$ cat src/design/vtq_pkg.sv
// ---------------------------------------------------------------------------
// vtq_pkg
// Shared types and constants for the versioned timer queue.
// ---------------------------------------------------------------------------
package vtq_pkg;
	localparam int unsigned SLOTS_DEF = 32;
	localparam int unsigned SLOT_W    = 5;
	localparam int unsigned CNT_W     = 6;
	localparam int unsigned TIME_W    = 64;
	localparam int unsigned GEN_W     = 32;
	localparam int unsigned CK_W      = 32;
	localparam int unsigned CAP_W     = 42;
	localparam int unsigned WAIT_W    = 63;
	localparam int unsigned FIRE_LIMIT = 32;

	localparam logic [1:0] MODE_SCHED  = 2'd0;
	localparam logic [1:0] MODE_CANCEL = 2'd1;
	localparam logic [1:0] MODE_TICK   = 2'd2;

	localparam logic [1:0] KIND_SCHED  = 2'd0;
	localparam logic [1:0] KIND_CANCEL = 2'd1;
	localparam logic [1:0] KIND_FIRE   = 2'd2;
	localparam logic [1:0] KIND_DONE   = 2'd3;

	localparam logic [0:0] REG_ACCEPTING = 1'd0;
	localparam logic [0:0] REG_MAX_WAIT  = 1'd1;

	typedef struct packed {
		logic [1:0]        kind;
		logic              accepted;
		logic [SLOT_W-1:0] slot;
		logic [GEN_W-1:0]  version;
		logic [CK_W-1:0]   cookie;
		logic [CNT_W-1:0]  pending;
		logic              empty;
		logic [WAIT_W-1:0] wait_us;
		logic              last;
	} result_t;

	function automatic logic [GEN_W-1:0] next_gen(input logic [GEN_W-1:0] g);
		logic [GEN_W-1:0] n;
		n = g + GEN_W'(2);
		if (n == '0) n = GEN_W'(2);
		return n;
	endfunction
endpackage

$ cat src/design/vtq_slot_mem.sv
// ---------------------------------------------------------------------------
// vtq_slot_mem
// Per-slot run time and cookie store, one write and two read ports, read
// data registered.
// ---------------------------------------------------------------------------
module vtq_slot_mem #(
	parameter int unsigned SLOTS = vtq_pkg::SLOTS_DEF
) (
	input  logic                            clk,
	input  logic                            we,
	input  logic [vtq_pkg::SLOT_W-1:0]      waddr,
	input  logic [vtq_pkg::TIME_W-1:0]      wtime,
	input  logic [vtq_pkg::CK_W-1:0]        wcookie,
	input  logic [vtq_pkg::SLOT_W-1:0]      raddr_a,
	input  logic [vtq_pkg::SLOT_W-1:0]      raddr_b,
	output logic [vtq_pkg::TIME_W-1:0]      rtime_a,
	output logic [vtq_pkg::TIME_W-1:0]      rtime_b,
	output logic [vtq_pkg::CK_W-1:0]        rcookie_a
);
	logic [vtq_pkg::TIME_W-1:0] time_mem [SLOTS];
	logic [vtq_pkg::CK_W-1:0]   ck_mem   [SLOTS];

	always_ff @(posedge clk) begin
		if (we) begin
			time_mem[waddr] <= wtime;
			ck_mem[waddr]   <= wcookie;
		end
		rtime_a   <= time_mem[raddr_a];
		rtime_b   <= time_mem[raddr_b];
		rcookie_a <= ck_mem[raddr_a];
	end
endmodule

$ cat config.mk
export PLATFORM = sky130hd
export DESIGN_NAME = vtq_slot_mem
export DESIGN_NICKNAME = d
export VERILOG_FILES = /design/src/design/vtq_pkg.sv /design/src/design/vtq_slot_mem.sv
export SDC_FILE = /design/constraint.sdc
export NUM_CORES = 2
export LEC_CHECK = 0
export BUFFER_PORTS_ARGS = -buffer_cell sky130_fd_sc_hd__buf_2
export CORE_MARGIN = 1.5
export CORE_UTILIZATION = 55
export DETAILED_ROUTE_END_ITERATION = 7
export PLACE_DENSITY = 0.8
export SKIP_LAST_GASP = 1
export SYNTH_ARGS = -nofsm -noshare
export SYNTH_HDL_FRONTEND = slang
export SYNTH_SLANG_ARGS = --single-unit
export TNS_END_PERCENT = 5
$ cat constraint.sdc
create_clock -name clk -period 18.1 [get_ports clk]
set_input_delay 2.715 -clock clk [delete_from_list [all_inputs] [get_ports clk]]
set_output_delay 2.715 -clock clk [all_outputs]
set_load 0.005 [all_outputs]
==> flow_summary.json <==
{
  "synth_top_area_cell": "edfxtp_1",
  "synth_edf_count": 3072,
  "setup_slack_ns": 11.08,
  "fin_nets": 6512,
  "p_leak_nw": 48.6,
  "route.detailed.drc": 0,
  "post_cts_resized": 0,
  "post-cts-setup-buffers": 0,
  "die_area_um2": 250000,
  "power_mw": 16.4,
  "synth_nets": 6177,
  "synth_area_leaders": "edfxtp_1, mux4_2, mux2i_1",
  "rrSetupSlack_ns": 15.94,
  "clockBufferDepth": 4,
  "overflow": 0,
  "grt_pass1_vias": 74600,
  "dr_total_vias": 73800,
  "ant_nets": 0,
  "place_ws_ns": 9.99,
  "grt_max_degree": 128,
  "hold-path-endpoint": "rtime_a[31]$_DFF_P_",
  "synth-simple-area-share": 0.00689,
  "synth.distinct_cells": 38,
  "hpwl_mm": 190,
  "ff2ff_path_depth": 4,
  "synth_common_cells": "edfxtp_1, mux4_2, mux2i_1",
  "hold_buffers": 0,
  "yosysTopAreaCellShare": 0.678,
  "viasPerCell": 7.44,
  "cts.clk_slew.worst_paths_ns": 0.06,
  "finalCriticalPeriod_ns": 7.02,
  "synth_area_per_cell_um2": 22.4,
  "fin_area_um2": 152000,
  "synth_xor_area_frac": 0,
  "drtIter0Drc": 12400,
  "cts_tree": "yes",
  "pin_count": 273,
  "rsz0062_at_grt": "false",
  "drv_cap": 0,
  "ys.warnings.count": 0,
  "worst_pin_slew_ns": 1.35,
  "fin_crit_sh": 0.388,
  "synth_mux_area_frac": 0.256,
  "cts.htree.levels": 5,
  "synthArstFlopShare": 0,
  "die_w_um": 500,
  "finalClockSkew_ns": 0.0471,
  "maxSlewViolCount": 0,
  "synthToLayoutAreaGrowth_pct": 11.8,
  "cp-startpoint": "raddr_a[0]",
  "gp_congestion": 0.818,
  "max_slew_margin": 0.100,
  "status": "complete, no violations",
  "clock_latency_ns": 0.98,
  "regToRegEndpoint": "rtime_b[52]$_DFF_P_",
  "yosysSeqAreaShare": 0.701,
  "grt_pass1_wl_mm": 546,
  "hp-start": "time_mem[19][31]$_DFFE_PP_",
  "layout-drive-gt1-share": 0.369,
  "grt_antenna_before_repair": 54,
  "timing.fmax_mhz": 142,
  "start_util": 0.553,
  "synth-adder-area-share": 0,
  "worstPathMaxFanout": 72,
  "wl_mm": 386,
  "holdWs_ns": 0.833,
  "ys_ff_latch": 3232,
  "finalHoldViolations": 0,
  "setup_tns_ns": 0,
  "cts_root_buf": "clkbuf_16",
  "chipHeight_um": 500,
  "ys.flop_type": "edfxtp_1",
  "peakVddDrop_mv": 0.100,
  "core_um2": 246000,
  "wl_per_cell_um": 39.0,
  "hold_depth": 3,
  "placed_area_um2": 141000,
  "worst_ep_arrival_time_ns": 7.82,
  "nFillCells": 15800,
  "cts_made_buffers": 339,
  "port_buffers": 272,
  "start_kind": "input pin",
  "synth_top_family_by_area": "multiplexers",
  "dr.pass1.iters": 6,
  "clkSinkCount": 3232,
  "p_per_area_nw_per_um2": 108,
  "path_class": "in2reg",
  "r2r-start": "time_mem[30][52]$_DFFE_PP_",
  "rows": 182,
  "synth_cells": 6064,
  "finalSetupViolCount": 0,
  "crit_required_ns": 18.90,
  "hold_path.class": "reg2reg",
  "synth-compound-area-share": 0.0199,
  "grt_util_all_layers": 0.308,
  "endpoint_kind": "flop",
  "synth_most_common_cell": "edfxtp_1",
  "synth.cell_area_um2": 136000
}
## metrics by stage
step / std cells / util
CTS: 9884 / 0.618
detailed placement: 9278 / 0.574
global placement: 9277 / 0.574
global route: 9888 / 0.619
floorplan: 6064 / -
finish: 9910 / 0.619
## worst max-delay path, stage by stage
cell and delay [ns]:
buf_8 0.57, buf_4 0.82, buf_4 0.78, buf_4 0.86, buf_4 0.70, mux4_2 0.59
mux2_2 0.27, o22ai_1 0.18, nor2_1 0.12
## power breakdown
part	switching (mW)	internal (mW)
logic	0.607	0.466
clock network	2.87	4.08
registers	0.0770	8.32
## final cells by class
class	count	area, µm²	area share
timing repair buffer	425	2760	0.0181
tap	3220	4030	0.0265
clock buffer	469	9550	0.0628
sequential	3232	95500	0.627
multi-input combinational	2400	38900	0.255
clock inverter	137	1440	0.00948
inverter	1	11.3	0.0000740
antenna	26	65.1	0.000428
## cell families after synthesis
kind of cell	Yosys count
simple gates	216
flops	3232
buf+inv	432
compound gates	341
mux	1843
## cell usage in the layout (no fill, tap or decap), types with 56 or more instances in the layout
cell          n
buf_4       142
dfxtp_1     160
buf_2       262
mux4_2     1294
clkinv_2     56
mux2_2      188
a221oi_1     84
nand2_1      88
mux2i_1     361
clkbuf_16   349
clkbuf_1     83
o22ai_1     104
edfxtp_1   3072
## registers in the layout (all words and copies together), names as in the netlist
register	flops
rtime_a	64
rcookie_a	32
time_mem	2048
rtime_b	64
ck_mem	1024
## layer usage
metal | share of wire | vias up | GRT usage
li1 | - | 27200 | -
met1 | 0.33 | 38500 | 0.415
met2 | 0.47 | 6717 | 0.483
met3 | 0.14 | 1247 | 0.0690
met4 | 0.056 | 20 | 0.147
met5 | 0.00034 | - | 0
## how the worst max path moves through the flow
stage                         endpoint  slack (ns)
3_5_place_dp       rtime_a[51]$_DFF_P_        9.99
3_3_place_gp       rtime_a[51]$_DFF_P_        9.97
6_report           rtime_a[51]$_DFF_P_       11.08
4_1_cts            rtime_a[51]$_DFF_P_       10.94
5_1_grt            rtime_a[51]$_DFF_P_       10.57
2_1_floorplan  ck_mem[12][0]$_DFFE_PP_       10.17
Note: power is estimated with default switching activity, not from simulation.
