[config.mk]
export PLATFORM = sky130hd
export DESIGN_NAME = vtq_heap_mem
export DESIGN_NICKNAME = d
export VERILOG_FILES = /design/src/design/vtq_pkg.sv /design/src/design/vtq_heap_mem.sv
export SDC_FILE = /design/constraint.sdc
export NUM_CORES = 1
export LEC_CHECK = 0
export ABC_AREA = 0
export BUFFER_PORTS_ARGS = -buffer_cell sky130_fd_sc_hd__buf_4
export CAP_MARGIN = 5
export CELL_PAD_IN_SITES_DETAIL_PLACEMENT = 0
export CELL_PAD_IN_SITES_GLOBAL_PLACEMENT = 1
export CORE_MARGIN = 3
export CORE_UTILIZATION = 49
export CTS_CLUSTER_SIZE = 28
export DETAILED_ROUTE_END_ITERATION = 10
export GPL_ROUTABILITY_DRIVEN = 0
export GPL_TIMING_DRIVEN = 0
export PLACE_DENSITY_LB_ADDON = 0.1
export RECOVER_POWER = 50
export SYNTH_ARGS = -nofsm -noshare
export SYNTH_HDL_FRONTEND = slang
export SYNTH_SLANG_ARGS = --single-unit
export TNS_END_PERCENT = 5
[constraint.sdc]
create_clock -name clk -period 2.3 [get_ports clk]
set_clock_uncertainty 0.15 [all_clocks]
set_input_delay 0.46 -clock clk [delete_from_list [all_inputs] [get_ports clk]]
set_output_delay 0.46 -clock clk [all_outputs]
set_load 0.005 [all_outputs]
[src/design/vtq_pkg.sv]
// ---------------------------------------------------------------------------
// vtq_pkg
// Shared types and constants for the versioned timer queue.
// ---------------------------------------------------------------------------
package vtq_pkg;
	localparam int unsigned SLOTS_DEF = 32;
	localparam int unsigned SLOT_W    = 5;
	localparam int unsigned CNT_W     = 6;
	localparam int unsigned TIME_W    = 64;
	localparam int unsigned GEN_W     = 32;
	localparam int unsigned CK_W      = 32;
	localparam int unsigned CAP_W     = 42;
	localparam int unsigned WAIT_W    = 63;
	localparam int unsigned FIRE_LIMIT = 32;

	localparam logic [1:0] MODE_SCHED  = 2'd0;
	localparam logic [1:0] MODE_CANCEL = 2'd1;
	localparam logic [1:0] MODE_TICK   = 2'd2;

	localparam logic [1:0] KIND_SCHED  = 2'd0;
	localparam logic [1:0] KIND_CANCEL = 2'd1;
	localparam logic [1:0] KIND_FIRE   = 2'd2;
	localparam logic [1:0] KIND_DONE   = 2'd3;

	localparam logic [0:0] REG_ACCEPTING = 1'd0;
	localparam logic [0:0] REG_MAX_WAIT  = 1'd1;

	typedef struct packed {
		logic [1:0]        kind;
		logic              accepted;
		logic [SLOT_W-1:0] slot;
		logic [GEN_W-1:0]  version;
		logic [CK_W-1:0]   cookie;
		logic [CNT_W-1:0]  pending;
		logic              empty;
		logic [WAIT_W-1:0] wait_us;
		logic              last;
	} result_t;

	function automatic logic [GEN_W-1:0] next_gen(input logic [GEN_W-1:0] g);
		logic [GEN_W-1:0] n;
		n = g + GEN_W'(2);
		if (n == '0) n = GEN_W'(2);
		return n;
	endfunction
endpackage

[src/design/vtq_heap_mem.sv]
// ---------------------------------------------------------------------------
// vtq_heap_mem
// Heap order store: slot number per heap position, registered reads.
// ---------------------------------------------------------------------------
module vtq_heap_mem #(
	parameter int unsigned SLOTS = vtq_pkg::SLOTS_DEF
) (
	input  logic                       clk,
	input  logic                       we,
	input  logic [vtq_pkg::SLOT_W-1:0] waddr,
	input  logic [vtq_pkg::SLOT_W-1:0] wdata,
	input  logic [vtq_pkg::SLOT_W-1:0] raddr_a,
	input  logic [vtq_pkg::SLOT_W-1:0] raddr_b,
	output logic [vtq_pkg::SLOT_W-1:0] rdata_a,
	output logic [vtq_pkg::SLOT_W-1:0] rdata_b
);
	logic [vtq_pkg::SLOT_W-1:0] mem [SLOTS];

	always_ff @(posedge clk) begin
		if (we) mem[waddr] <= wdata;
		rdata_a <= mem[raddr_a];
		rdata_b <= mem[raddr_b];
	end
endmodule

==> run_results.csv <==
group,metric,value,unit
placement,place.port_buffers,23,
cts,cts_buffer_depth,2,
finish,insertedDiodeCount,0,
floorplan,die-area,17200,um^2
timing,drv_slew,0,
global_routing,grt_pass1_vias,4006,
yosys,synth.lib_cells_used.distinct,13,
floorplan,num_rows,45,
timing,fin_crit_sh,0.952,
timing,setup_viol,0,
worst_setup_path,critical-path-max-stage-delay,0.58,ns
yosys,synth_largest_area_cell,"edfxtp_1",
cts,hold_buffers,0,
worst_setup_path,cp_num_buf_inv,2,
placement,dp_hpwl,12.7,mm
timing,hold_viol_final,0,
timing,finalCriticalPeriod,2.19,ns
global_routing,grt_overflow,0,
cts,h-tree-depth,4,
global_routing,grt_pass1_wl,27.1,mm
cts,post-cts-setup-buffers,0,
global_routing,grt_antenna_before_repair,0,
outcome,outcome,"finished, violations left",
worst_hold_path,min_path_cells,2,
routing,ant_nets,0,
floorplan,ios,32,
routing,vias_per_cell,6.31,
cts,clkTransAtPathRegs,0.07,ns
finish,drive_above_1_share,0.419,
floorplan,core,15300,um^2
yosys,synth-seq-area-share,0.652,
cts,post_cts_resize_count,0,
global_routing,grt_usage,0.224,
worst_setup_path,cp.arrival,2.36,ns
worst_setup_path,cp_cell_sequence,"clkbuf_1 > buf_4 > mux4_2 > mux4_2 > mux2_2",
timing,tightestPinTransition,1.50,ns
worst_setup_path,cp-start-kind,"primary input",
routing,dr.pass1.iters,5,
worst_setup_path,crit_path_end_kind,"flop",
worst_setup_path,ff2ff_path_depth,3,
finish,final_util,0.570,
yosys,netlist_area,7670,um^2
routing,wirelength,18.4,mm
timing,max_clock_freq,457,MHz
timing,rsz0062_at_grt,"false",
worst_setup_path,critical_path_peak_fanout,10,
routing,via_count,3873,
worst_setup_path,critPathRequiredTime,2.47,ns
cts,cts_tree,"done",
routing,drc,0,
pwr,leakagePower,2.68,nW
yosys,syn_inst,348,
yosys,avgSynthCellArea,22.1,um^2
floorplan,die_w,131,um
finish,syn_to_final_growth,13.4,%
finish,fillCellCount,1170,
yosys,synth_top_area_frac,0.626,
cts,clock-sinks,170,
floorplan,start_util,0.503,
finish,nets,412,
floorplan,fp.dieH,131,um
global_routing,grt_max_degree,33,
cts,cts_root_buf,"clkbuf_16",
worst_setup_path,worst_path_most_repeated_cell,"mux4_2",
routing,drt_iter0_markers,432,
timing,hold_slack,0.178,ns
cts,numCtsBuffers,17,
worst_hold_path,hold_path.class,"primary input to flop",
yosys,synth_area_leaders,"edfxtp_1 (63%), mux4_2 (29%), dfxtp_1 (2.6%), nor2_1 (1.6%), mux2_2 (1.5%)",
yosys,synth-seq-cells,170,
cts,worstSkewPairLatency,0.44,ns
yosys,synth-warning-count,0,
outcome,failed_checks,"capacitance limit",
worst_setup_path,cpLargestDelayFamily,"multiplexers",
pwr,power_density,782,nW/um^2
worst_setup_path,crit_path_top_delay_cell,"mux4_2",
run,cap_violations,2,
timing,max-slew-margin-rel,0.000883,
worst_setup_path,crit_type,"primary input to flop",
routing,wl_per_cell,29.9,um
timing,setup_tns,0,ns
yosys,synth_fp_nets,370,
pwr,vdd_drop_max,602,uV
worst_setup_path,crit_cells,5,
## placed cells by master (no fill, tap or decap), types with 6 or more instances in the layout
cell type / n
buf_4: 12
clkbuf_1: 19
clkbuf_16: 17
clkbuf_4: 8
dfxtp_1: 10
edfxtp_1: 160
inv_8: 6
mux2_2: 10
mux4_2: 100
nor2_1: 33
## synthesized netlist by cell type
| library cell | count |
|---|---|
| buf_1 | 3 |
| nand3_1 | 2 |
| or3b_2 | 3 |
| nor2_1 | 33 |
| dfxtp_1 | 10 |
| or3_1 | 1 |
| nand2_1 | 1 |
| buf_2 | 8 |
| mux2_2 | 10 |
| mux4_2 | 100 |
| nand3b_1 | 5 |
| edfxtp_1 | 160 |
| clkbuf_1 | 12 |
## worst register-to-register path, stage by stage (launching register included)
cell and delay (ns):
edfxtp_1 0.42, mux4_2 0.53, mux4_2 0.53, mux2_2 0.28
## final timing paths
check	startpoint	endpoint	slack (ns)
setup reg to reg	mem[22][2]$_DFFE_PP_	rdata_b[2]$_DFF_P_	0.28
setup / recovery	raddr_b[0]	rdata_b[2]$_DFF_P_	0.11
hold / removal	raddr_a[3]	rdata_a[4]$_DFF_P_	0.18
hold reg to reg	mem[0][4]$_DFFE_PP_	rdata_a[4]$_DFF_P_	0.80
## layer usage
layer  track usage  wire length, um
met2         0.340             8930
met4        0.0566              153
met3        0.0632             1700
met5             0                0
met1         0.327             7590
## through the flow
| step | total power [mW] | std cells | setup WS, ns | area [um^2] |
|---|---|---|---|---|
| after floorplan | 3.87 | 348 | -0.00341 | 7710 |
| after global placement | 4.10 | 582 | -0.302 | 8150 |
| after detailed placement | 4.10 | 582 | -0.316 | 8150 |
| after CTS | 6.85 | 614 | 0.135 | 8730 |
| after global routing | 7.01 | 614 | 0.0720 | 8700 |
| final | 6.80 | 614 | 0.111 | 8700 |
## kinds of logic after synthesis
group	Yosys count	synth area share
AND/OR/NAND/NOR	45	0.0271
flip-flops	170	0.652
multiplexers	110	0.308
buffers and inverters	23	0.0126
## sequential cells by signal (all words and copies together), names as in the netlist
name     flops
rdata_a      5
mem        160
rdata_b      5
## cell type report
| type | count | area [um^2] | area share |
|---|---|---|---|
| sequential | 170 | 5000 | 0.575 |
| clock inverter | 14 | 151 | 0.0174 |
| tap | 211 | 264 | 0.0303 |
| buffer | 23 | 133 | 0.0152 |
| timing repair buffer | 23 | 146 | 0.0168 |
| multi-input combinational | 155 | 2570 | 0.296 |
| clock buffer | 18 | 429 | 0.0493 |
## power breakdown
part           total (mW)  switching (mW)  internal (mW)
Sequential           3.47          0.0239           3.44
Clock                2.78            1.32           1.45
Combinational       0.557           0.279          0.278
Total                6.80            1.63           5.17
Note: power is estimated with default switching activity, not from simulation.
